===== config.mk =====
export PLATFORM = sky130hd
export DESIGN_NAME = ata_pio_read_sequencer_core_flat
export DESIGN_NICKNAME = d
export VERILOG_FILES = /design/src/sv/apr_pkg.sv /design/src/sv/apr_if.sv /design/src/sv/apr_step.sv /design/src/sv/ata_pio_read_sequencer_core.sv /design/src/flat_wrapper.sv
export VERILOG_INCLUDE_DIRS = /design/src /design/src/sv
export SDC_FILE = /design/constraint.sdc
export NUM_CORES = 1
export LEC_CHECK = 0
export BUFFER_PORTS_ARGS = -buffer_cell sky130_fd_sc_hd__buf_2
export CAP_MARGIN = 15
export CORE_MARGIN = 3
export CORE_UTILIZATION = 35
export CTS_CLUSTER_SIZE = 40
export DETAILED_ROUTE_END_ITERATION = 10
export PLACE_DENSITY = 0.51
export REMOVE_ABC_BUFFERS = 1
export SLEW_MARGIN = 10
export SYNTH_ARGS = -nofsm -noshare
export SYNTH_HDL_FRONTEND = slang
export SYNTH_SLANG_ARGS = --single-unit

===== constraint.sdc =====
create_clock -name clk_i -period 5.9 [get_ports clk_i]
set_input_delay 1.18 -clock clk_i [delete_from_list [all_inputs] [get_ports clk_i]]
set_output_delay 1.18 -clock clk_i [all_outputs]
set_load 0.05 [all_outputs]

===== src/sv/ata_pio_read_sequencer_core_assert.svh =====
// Assertion macros for the ATA PIO read sequencer; clocked on clk_i, muted while rst_ni is low.
`ifndef ATA_PIO_READ_SEQUENCER_CORE_ASSERT_SVH
`define ATA_PIO_READ_SEQUENCER_CORE_ASSERT_SVH

// Same-cycle implication.
`define APR_ASSERT_IMP(lbl, ante, cons) \
  lbl: assert property (@(posedge clk_i) disable iff (!rst_ni) (ante) |-> (cons)) \
    else $error("apr assertion failed");

// Next-cycle implication.
`define APR_ASSERT_NXT(lbl, ante, cons) \
  lbl: assert property (@(posedge clk_i) disable iff (!rst_ni) (ante) |=> (cons)) \
    else $error("apr assertion failed");

`endif


===== src/sv/apr_pkg.sv =====
// Types, constants and result builders shared by the ATA PIO read sequencer.
package apr_pkg;

  localparam int unsigned MaxResults     = 7;
  localparam int unsigned WordsPerSector = 256;
  localparam int unsigned CfgAddrWidth   = 3;

  localparam logic [19:0] PollLimitReset = 20'd200000;

  localparam logic CmdStart = 1'b0;
  localparam logic CmdReply = 1'b1;

  // Register offsets from the channel base
  localparam logic [2:0] PortData    = 3'd0;
  localparam logic [2:0] PortSecCnt  = 3'd2;
  localparam logic [2:0] PortLbaLo   = 3'd3;
  localparam logic [2:0] PortLbaMid  = 3'd4;
  localparam logic [2:0] PortLbaHi   = 3'd5;
  localparam logic [2:0] PortDrvHead = 3'd6;
  localparam logic [2:0] PortCmdStat = 3'd7;

  // Status bit positions
  localparam int unsigned StBsyBit = 7;
  localparam int unsigned StDrqBit = 3;
  localparam int unsigned StErrBit = 0;

  localparam logic [7:0] DevHeadMaster  = 8'hE0;
  localparam logic [7:0] DevHeadSlave   = 8'hF0;
  localparam logic [7:0] AtaReadSectors = 8'h20;
  localparam logic [7:0] OneSector      = 8'h01;

  localparam logic [7:0] LastWord = 8'(WordsPerSector - 1);

  typedef enum logic [3:0] {
    PhIdle    = 4'b0001,
    PhWaitBsy = 4'b0010,
    PhWaitDrq = 4'b0100,
    PhRead    = 4'b1000
  } phase_e;

  typedef enum logic [1:0] {
    KindRead   = 2'd0,
    KindWrite  = 2'd1,
    KindStore  = 2'd2,
    KindFinish = 2'd3
  } kind_e;

  typedef struct packed {
    phase_e       phase;
    logic [27:0]  base_address;
    logic [7:0]   sector_index;
    logic [7:0]   sectors_total;
    logic         slave_selected;
    logic [19:0]  poll_count;
    logic [7:0]   word_index;
  } state_t;

  typedef struct packed {
    logic         cmd;
    logic         drive;
    logic [27:0]  start_lba;
    logic [7:0]   sector_count;
    logic [15:0]  read_data;
  } item_t;

  typedef struct packed {
    kind_e        kind;
    logic [2:0]   port;
    logic [7:0]   write_data;
    logic [15:0]  store_word;
    logic [16:0]  store_offset;
    logic         success;
  } res_t;

  typedef res_t [MaxResults-1:0] res_list_t;
  typedef logic [2:0] res_cnt_t;

  function automatic res_t mk_read(logic [2:0] port);
    res_t r;
    r      = '0;
    r.kind = KindRead;
    r.port = port;
    return r;
  endfunction

  function automatic res_t mk_write(logic [2:0] port, logic [7:0] data);
    res_t r;
    r            = '0;
    r.kind       = KindWrite;
    r.port       = port;
    r.write_data = data;
    return r;
  endfunction

  function automatic res_t mk_store(logic [15:0] word, logic [16:0] offset);
    res_t r;
    r              = '0;
    r.kind         = KindStore;
    r.store_word   = word;
    r.store_offset = offset;
    return r;
  endfunction

  function automatic res_t mk_finish(logic ok);
    res_t r;
    r         = '0;
    r.kind    = KindFinish;
    r.success = ok;
    return r;
  endfunction

endpackage


===== src/sv/apr_if.sv =====
// Valid/ready stream interfaces for the sequencer's input items and result items.
interface apr_in_if;
  logic         valid;
  logic         ready;
  logic         cmd;
  logic         drive;
  logic [27:0]  start_lba;
  logic [7:0]   sector_count;
  logic [15:0]  read_data;

  modport source (output valid, cmd, drive, start_lba, sector_count, read_data, input ready);
  modport sink   (input valid, cmd, drive, start_lba, sector_count, read_data, output ready);
endinterface

interface apr_out_if;
  logic         valid;
  logic         ready;
  logic [1:0]   kind;
  logic [2:0]   port;
  logic [7:0]   write_data;
  logic [15:0]  store_word;
  logic [16:0]  store_offset;
  logic         success;
  logic         last;

  modport source (output valid, kind, port, write_data, store_word, store_offset, success,
                  last, input ready);
  modport sink   (input valid, kind, port, write_data, store_word, store_offset, success,
                  last, output ready);
endinterface


===== src/sv/apr_step.sv =====
// Next-state and result-list logic for one item of the ATA PIO read sequencer.
module apr_step (
  input  apr_pkg::state_t    state_i,
  input  apr_pkg::item_t     item_i,
  input  logic [19:0]        poll_limit_i,
  output apr_pkg::state_t    state_o,
  output apr_pkg::res_list_t res_o,
  output apr_pkg::res_cnt_t  cnt_o
);

  logic [7:0]  status;
  logic [20:0] poll_inc;
  logic        poll_expired;
  logic [27:0] lba;
  logic [7:0]  dev_head;
  logic [7:0]  sector_inc;

  assign status       = item_i.read_data[7:0];
  assign poll_inc     = {1'b0, state_i.poll_count} + 21'd1;
  assign poll_expired = poll_inc >= {1'b0, poll_limit_i};
  assign lba          = state_i.base_address + {20'd0, state_i.sector_index};
  assign dev_head     = (state_i.slave_selected ? apr_pkg::DevHeadSlave : apr_pkg::DevHeadMaster)
                        | {4'd0, lba[27:24]};
  assign sector_inc   = state_i.sector_index + 8'd1;

  always_comb begin
    state_o = state_i;
    res_o   = '0;
    cnt_o   = '0;
    if (item_i.cmd == apr_pkg::CmdStart) begin
      state_o.slave_selected = item_i.drive;
      state_o.base_address   = item_i.start_lba;
      state_o.sectors_total  = item_i.sector_count;
      state_o.sector_index   = '0;
      state_o.word_index     = '0;
      state_o.poll_count     = '0;
      if (item_i.sector_count == 8'd0) begin
        state_o.phase = apr_pkg::PhIdle;
        res_o[0]      = apr_pkg::mk_finish(1'b0);
      end else begin
        state_o.phase = apr_pkg::PhWaitBsy;
        res_o[0]      = apr_pkg::mk_read(apr_pkg::PortCmdStat);
      end
      cnt_o = 3'd1;
    end else begin
      unique case (state_i.phase)
        apr_pkg::PhIdle: begin
          // drop stray replies
        end
        apr_pkg::PhWaitBsy: begin
          if (!status[apr_pkg::StBsyBit]) begin
            res_o[0] = apr_pkg::mk_write(apr_pkg::PortSecCnt, apr_pkg::OneSector);
            res_o[1] = apr_pkg::mk_write(apr_pkg::PortLbaLo, lba[7:0]);
            res_o[2] = apr_pkg::mk_write(apr_pkg::PortLbaMid, lba[15:8]);
            res_o[3] = apr_pkg::mk_write(apr_pkg::PortLbaHi, lba[23:16]);
            res_o[4] = apr_pkg::mk_write(apr_pkg::PortDrvHead, dev_head);
            res_o[5] = apr_pkg::mk_write(apr_pkg::PortCmdStat, apr_pkg::AtaReadSectors);
            res_o[6] = apr_pkg::mk_read(apr_pkg::PortCmdStat);
            cnt_o    = 3'd7;
            state_o.phase      = apr_pkg::PhWaitDrq;
            state_o.poll_count = '0;
          end else if (poll_expired) begin
            state_o.phase = apr_pkg::PhIdle;
            res_o[0]      = apr_pkg::mk_finish(1'b0);
            cnt_o         = 3'd1;
          end else begin
            state_o.poll_count = poll_inc[19:0];
            res_o[0]           = apr_pkg::mk_read(apr_pkg::PortCmdStat);
            cnt_o              = 3'd1;
          end
        end
        apr_pkg::PhWaitDrq: begin
          cnt_o = 3'd1;
          priority if (status[apr_pkg::StErrBit]) begin
            state_o.phase = apr_pkg::PhIdle;
            res_o[0]      = apr_pkg::mk_finish(1'b0);
          end else if (status[apr_pkg::StDrqBit]) begin
            state_o.phase      = apr_pkg::PhRead;
            state_o.word_index = '0;
            res_o[0]           = apr_pkg::mk_read(apr_pkg::PortData);
          end else if (!status[apr_pkg::StBsyBit] || poll_expired) begin
            state_o.phase = apr_pkg::PhIdle;
            res_o[0]      = apr_pkg::mk_finish(1'b0);
          end else begin
            state_o.poll_count = poll_inc[19:0];
            res_o[0]           = apr_pkg::mk_read(apr_pkg::PortCmdStat);
          end
        end
        apr_pkg::PhRead: begin
          res_o[0] = apr_pkg::mk_store(item_i.read_data,
                                       {state_i.sector_index, state_i.word_index, 1'b0});
          cnt_o    = 3'd2;
          if (state_i.word_index != apr_pkg::LastWord) begin
            state_o.word_index = state_i.word_index + 8'd1;
            res_o[1]           = apr_pkg::mk_read(apr_pkg::PortData);
          end else begin
            state_o.word_index   = '0;
            state_o.sector_index = sector_inc;
            if (sector_inc == state_i.sectors_total) begin
              state_o.phase = apr_pkg::PhIdle;
              res_o[1]      = apr_pkg::mk_finish(1'b1);
            end else begin
              state_o.phase      = apr_pkg::PhWaitBsy;
              state_o.poll_count = '0;
              res_o[1]           = apr_pkg::mk_read(apr_pkg::PortCmdStat);
            end
          end
        end
        default: begin
          state_o.phase = apr_pkg::PhIdle;
        end
      endcase
    end
  end

endmodule


===== src/sv/ata_pio_read_sequencer_core.sv =====
// Top level of the ATA PIO LBA28 read sequencer: input stage, step logic, result buffer, APB.
//
//  channel | dir | handshake        | carries
//  --------+-----+------------------+-------------------------------------------------
//  in_i    | in  | valid/ready      | cmd, drive, start_lba, sector_count, read_data
//  out_o   | out | valid/ready      | kind, port, write_data, store_word, store_offset,
//          |     |                  | success, last
//  APB     | in  | psel/penable     | poll_limit at byte address 0
//
//  An accepted item waits in the input register; the step logic turns it combinationally
//  into 0 to 7 results, which load into the result buffer as the item moves on.
//  The buffer hands out one result per transfer, so single-result items flow at one per
//  cycle while out_o.ready stays high.
//  The next item is taken while the buffer still drains; it moves on in the cycle the
//  buffer's last result transfers.
//  Reset empties both stages, sets the phase to idle and poll_limit to 200000.
module ata_pio_read_sequencer_core (
  input  logic                              clk_i,
  input  logic                              rst_ni,
  apr_in_if.sink                            in_i,
  apr_out_if.source                         out_o,
  input  logic                              psel,
  input  logic                              penable,
  input  logic                              pwrite,
  input  logic [apr_pkg::CfgAddrWidth-1:0]  paddr,
  input  logic [31:0]                       pwdata,
  output logic [31:0]                       prdata,
  output logic                              pready
);

  // Configuration register
  logic [19:0] poll_limit_q;
  logic        cfg_wr;

  assign pready = 1'b1;
  assign cfg_wr = psel && penable && pwrite && !paddr[2];
  assign prdata = paddr[2] ? 32'd0 : {12'd0, poll_limit_q};

  always_ff @(posedge clk_i or negedge rst_ni) begin
    if (!rst_ni) begin
      poll_limit_q <= apr_pkg::PollLimitReset;
    end else if (cfg_wr) begin
      poll_limit_q <= pwdata[19:0];
    end
  end

  // Input register
  logic            in_vld_q;
  apr_pkg::item_t  item_q;
  logic            advance;
  logic            in_fire;

  assign in_i.ready = !in_vld_q || advance;
  assign in_fire    = in_i.valid && in_i.ready;

  always_ff @(posedge clk_i or negedge rst_ni) begin
    if (!rst_ni) begin
      in_vld_q <= 1'b0;
    end else if (in_fire) begin
      in_vld_q <= 1'b1;
    end else if (advance) begin
      in_vld_q <= 1'b0;
    end
  end

  // Payload needs no reset
  always_ff @(posedge clk_i) begin
    if (in_fire) begin
      item_q.cmd          <= in_i.cmd;
      item_q.drive        <= in_i.drive;
      item_q.start_lba    <= in_i.start_lba;
      item_q.sector_count <= in_i.sector_count;
      item_q.read_data    <= in_i.read_data;
    end
  end

  // Sequencer state and step logic
  apr_pkg::state_t    state_q;
  apr_pkg::state_t    state_d;
  apr_pkg::res_list_t step_res;
  apr_pkg::res_cnt_t  step_cnt;

  apr_step u_step (
    .state_i      (state_q),
    .item_i       (item_q),
    .poll_limit_i (poll_limit_q),
    .state_o      (state_d),
    .res_o        (step_res),
    .cnt_o        (step_cnt)
  );

  always_ff @(posedge clk_i or negedge rst_ni) begin
    if (!rst_ni) begin
      state_q.phase          <= apr_pkg::PhIdle;
      state_q.base_address   <= '0;
      state_q.sector_index   <= '0;
      state_q.sectors_total  <= '0;
      state_q.slave_selected <= 1'b0;
      state_q.poll_count     <= '0;
      state_q.word_index     <= '0;
    end else if (advance) begin
      state_q <= state_d;
    end
  end

  // Result buffer: cnt_q results loaded at once, idx_q points at the one on offer
  apr_pkg::res_list_t res_q;
  apr_pkg::res_cnt_t  cnt_q;
  apr_pkg::res_cnt_t  idx_q;
  apr_pkg::res_t      cur;
  logic               out_vld;
  logic               out_last;
  logic               out_fire;

  assign out_vld  = cnt_q != 3'd0;
  assign out_last = idx_q == (cnt_q - 3'd1);
  assign out_fire = out_vld && out_o.ready;
  // Advance the held item once the buffer is empty or hands out its final result
  assign advance  = in_vld_q && (!out_vld || (out_fire && out_last));
  assign cur      = res_q[idx_q];

  always_ff @(posedge clk_i or negedge rst_ni) begin
    if (!rst_ni) begin
      cnt_q <= '0;
      idx_q <= '0;
    end else if (advance) begin
      cnt_q <= step_cnt;
      idx_q <= '0;
    end else if (out_fire) begin
      if (out_last) begin
        cnt_q <= '0;
        idx_q <= '0;
      end else begin
        idx_q <= idx_q + 3'd1;
      end
    end
  end

  always_ff @(posedge clk_i) begin
    if (advance) begin
      res_q <= step_res;
    end
  end

  assign out_o.valid        = out_vld;
  assign out_o.kind         = cur.kind;
  assign out_o.port         = cur.port;
  assign out_o.write_data   = cur.write_data;
  assign out_o.store_word   = cur.store_word;
  assign out_o.store_offset = cur.store_offset;
  assign out_o.success      = cur.success;
  assign out_o.last         = out_last;

  `include "ata_pio_read_sequencer_core_assert.svh"

  `APR_ASSERT_IMP(a_idx_in_range, out_vld, idx_q < cnt_q)
  `APR_ASSERT_NXT(a_drain_steps, out_fire && !out_last, out_vld && (idx_q == $past(idx_q) + 3'd1))
  `APR_ASSERT_IMP(a_finish_is_last, out_vld && (cur.kind == apr_pkg::KindFinish), out_last)
  `APR_ASSERT_NXT(a_item_held, in_vld_q && !advance, in_vld_q)

endmodule


===== src/flat_wrapper.sv =====
// flat-port wrapper written by rule: the top's interface ports become plain ports
module ata_pio_read_sequencer_core_flat 
  (clk_i, rst_ni, psel, penable, pwrite, paddr, pwdata, prdata, pready, in_i_valid, in_i_cmd, in_i_drive, in_i_start_lba, in_i_sector_count, in_i_read_data, in_i_ready, out_o_valid, out_o_kind, out_o_port, out_o_write_data, out_o_store_word, out_o_store_offset, out_o_success, out_o_last, out_o_ready);
  apr_in_if in_i_i ();
  apr_out_if out_o_i ();
  input  logic clk_i;
  input  logic rst_ni;
  input  logic psel;
  input  logic penable;
  input  logic pwrite;
  input  logic [apr_pkg::CfgAddrWidth-1:0] paddr;
  input  logic [31:0] pwdata;
  output logic [31:0] prdata;
  output logic pready;
  input wire logic [$bits(in_i_i.valid)-1:0] in_i_valid;
  input wire logic [$bits(in_i_i.cmd)-1:0] in_i_cmd;
  input wire logic [$bits(in_i_i.drive)-1:0] in_i_drive;
  input wire logic [$bits(in_i_i.start_lba)-1:0] in_i_start_lba;
  input wire logic [$bits(in_i_i.sector_count)-1:0] in_i_sector_count;
  input wire logic [$bits(in_i_i.read_data)-1:0] in_i_read_data;
  output wire logic [$bits(in_i_i.ready)-1:0] in_i_ready;
  output wire logic [$bits(out_o_i.valid)-1:0] out_o_valid;
  output wire logic [$bits(out_o_i.kind)-1:0] out_o_kind;
  output wire logic [$bits(out_o_i.port)-1:0] out_o_port;
  output wire logic [$bits(out_o_i.write_data)-1:0] out_o_write_data;
  output wire logic [$bits(out_o_i.store_word)-1:0] out_o_store_word;
  output wire logic [$bits(out_o_i.store_offset)-1:0] out_o_store_offset;
  output wire logic [$bits(out_o_i.success)-1:0] out_o_success;
  output wire logic [$bits(out_o_i.last)-1:0] out_o_last;
  input wire logic [$bits(out_o_i.ready)-1:0] out_o_ready;
  assign in_i_i.valid = in_i_valid;
  assign in_i_i.cmd = in_i_cmd;
  assign in_i_i.drive = in_i_drive;
  assign in_i_i.start_lba = in_i_start_lba;
  assign in_i_i.sector_count = in_i_sector_count;
  assign in_i_i.read_data = in_i_read_data;
  assign in_i_ready = in_i_i.ready;
  assign out_o_valid = out_o_i.valid;
  assign out_o_kind = out_o_i.kind;
  assign out_o_port = out_o_i.port;
  assign out_o_write_data = out_o_i.write_data;
  assign out_o_store_word = out_o_i.store_word;
  assign out_o_store_offset = out_o_i.store_offset;
  assign out_o_success = out_o_i.success;
  assign out_o_last = out_o_i.last;
  assign out_o_i.ready = out_o_ready;
  ata_pio_read_sequencer_core u_core (.clk_i(clk_i), .rst_ni(rst_ni), .in_i(in_i_i), .out_o(out_o_i), .psel(psel), .penable(penable), .pwrite(pwrite), .paddr(paddr), .pwdata(pwdata), .prdata(prdata), .pready(pready));
endmodule

==> flow_summary.toml <==
[global_routing]
antenna_found_initial = 0
grt.overflow.total = 0
grt_usage = 0.147
grt_pass1_vias = 7916
grt_max_degree = 79
grt_pass1_wl_um = 42700

[timing]
hold_viol_final = 0
skew_ns = 0.0211
worst_pin_slew_ns = 1.10
slew_viol_final = 0
setup_viol = 0
fin_crit_sh = 0.813
finalCriticalPeriod_ns = 4.80
timing.hold.ws_ns = 0.454
setup_slack_ns = 1.10
fmax_mhz = 209
rsz0062_at_grt = "false"
relSlewSlack = 0.266
timing.setup.tns_ns = 0

[route]
drt-vias-per-instance = 4.89
ant_nets = 0
routedWlPerCell_um = 16.3
routed_wl_um = 26400
drtIter0Drc = 398
dr.pass1.iters = 5
drc = 0
vias = 7895

[clocking]
post_cts_resized = 0
cts_tree = "built"
ctsRootBufferMaster = "clkbuf_16"
clockBufferDepth = 3
cts-hold-fix-buffers = 0
cts_setup_buffers = 0
cts.clk_slew.worst_paths_ns = 0.06
cts_buffers = 27
clkSinkCount = 230
cts_max_level = 1
clk_latency_ns = 0.53

[placed_design]
dp_slack_ns = 1.17
dp_hpwl_um = 18100
numPortBuffers = 150
dpl.cell_count = 1566
place.gp.congestion = 0.782

[finish]
final_nets = 1285
drive_gt1_frac = 0.267
final-seq-area_um2 = 6390
fin_cells = 1616
multi_input_area_um2 = 4800
utilization = 0.420
fillers = 3124
area_growth_syn_to_layout_pct = 17.8
diodes = 0

[worst_hold_path]
hold_class = "flop to flop"

[logic_synthesis]
synth_cells = 1014
synth_ff_type = "edfxtp_1"
synth_warnings = 0
synth_edf_count = 126
synth.avg_cell_area_um2 = 11.5
synth_top_area_frac = 0.326
synth_seq_cells = 230
synth_area_leaders = "edfxtp_1 33%, dfrtp_1 21%, mux2_2 5.9%"
synth.cell_area_um2 = 11600
synth.most_common_cell = "edfxtp_1"
async_flop_share = 0.452
ys_types = 76
yosysSeqAreaShare = 0.550
yosys.area.top_type = "edfxtp_1"
synthTopCellsByCount = "126 x edfxtp_1, 97 x dfrtp_1, 86 x nor2_1"

[floorplanning]
pin_count = 179
die-area_um2 = 35400
row_count = 66
die_x_um = 188
die_h_um = 188
initial_core_util = 0.356
core-area_um2 = 32600

[pwr]
vdd_drop_max_v = 0.000320
p_per_area_nw_per_um2 = 538
leakage_nw = 5.87

[critical_path]
start_kind = "flop"
path_class = "flop to flop"
worstSetupEndpointType = "flop"
worstPathArrival_ns = 5.20
crit_required_ns = 6.30
cp_max_fo = 22

[status]
status = "finished clean"

[job]
cap_violations = 0
-- power by group --
| group | internal [mW] | total [mW] | switching [mW] |
|---|---|---|---|
| sequential | 2.46 | 2.77 | 0.314 |
| clock | 1.11 | 1.76 | 0.652 |
| combinational | 0.845 | 2.84 | 1.99 |
-- cell families after synthesis --
family / count (synthesis) / share of synthesized area
AO/OA/AOI/OAI: 174 / 0.105
XOR/XNOR: 52 / 0.0392
adder cells (fa/ha/maj): 35 / 0.0383
buffers and inverters: 107 / 0.0420
flip-flops: 230 / 0.550
multiplexers: 68 / 0.0662
other: 2 / 0.000646
AND/OR/NAND/NOR: 346 / 0.158
-- registers in the layout, summed over array words and instances, names as in the netlist --
signal,flops
u_core.idx_q,3
u_core.res_q,72
u_core.state_q,77
u_core.item_q,54
u_core.cnt_q,3
u_core.in_vld_q,1
u_core.poll_limit_q,20
-- placed cells by master (no fill, tap or decap), drive strengths merged, types with 26 or more instances in the layout --
| cell | n |
|---|---|
| o21ai | 62 |
| a21oi | 32 |
| mux2 | 61 |
| clkbuf | 37 |
| ha | 34 |
| and2 | 44 |
| and3 | 44 |
| nand2 | 59 |
| buf | 161 |
| xnor2 | 30 |
| inv | 45 |
| dfrtp | 97 |
| nand3 | 26 |
| nor2 | 86 |
| edfxtp | 126 |
-- layout make-up --
cell class | count | share of cell area
sequential | 230 | 0.467
multi-input combinational | 689 | 0.350
timing repair buffer | 161 | 0.0613
clock buffer | 37 | 0.0550
tap | 442 | 0.0404
clock inverter | 12 | 0.0139
inverter | 45 | 0.0123
-- path summary, 6_finish.rpt --
kind,startpoint,endpoint,slack [ns],depth (start not counted)
max,u_core.state_q[8],u_core.state_q[13],1.10,13
min,u_core.item_q[39],u_core.state_q[60],0.45,2
max reg2reg,u_core.state_q[8],u_core.state_q[13],1.10,13
min reg2reg,u_core.item_q[39],u_core.state_q[60],0.45,2
max in group asynchronous,rst_ni,u_core.state_q[68],4.00,2
min in group asynchronous,rst_ni,u_core.poll_limit_q[5],0.78,1
-- metrics by stage --
| step | instance area [um2] | power (mW) |
|---|---|---|
| 2_1_floorplan | 11300 | 4.85 |
| 3_3_place_gp | 12700 | 5.66 |
| 6_report | 13700 | 7.37 |
| 4_1_cts | 13700 | 7.49 |
| 3_5_place_dp | 12700 | 5.69 |
| 5_1_grt | 13700 | 7.82 |
-- layer usage --
layer,vias to the layer above,part of all wire,track usage
li1,3917,-,-
met1,3795,0.48,0.210
met2,145,0.46,0.239
met3,38,0.045,0.0229
met4,0,0.015,0.0323
met5,-,0,0
-- worst max-delay path, stage by stage (launching register included) --
cell       delay (ns)
dfrtp_1          0.46
ha_1             0.26
nand3_1          0.27
or3_1            0.52
nor2_1           0.30
nand3_1          0.14
xnor2_1          0.17
ha_1             0.30
nand3_1          0.10
a2111oi_1        0.73
o221a_2          0.62
or2_1            0.32
buf_4            0.32
o21ai_0          0.13
Note: power is estimated with default switching activity, not from simulation.
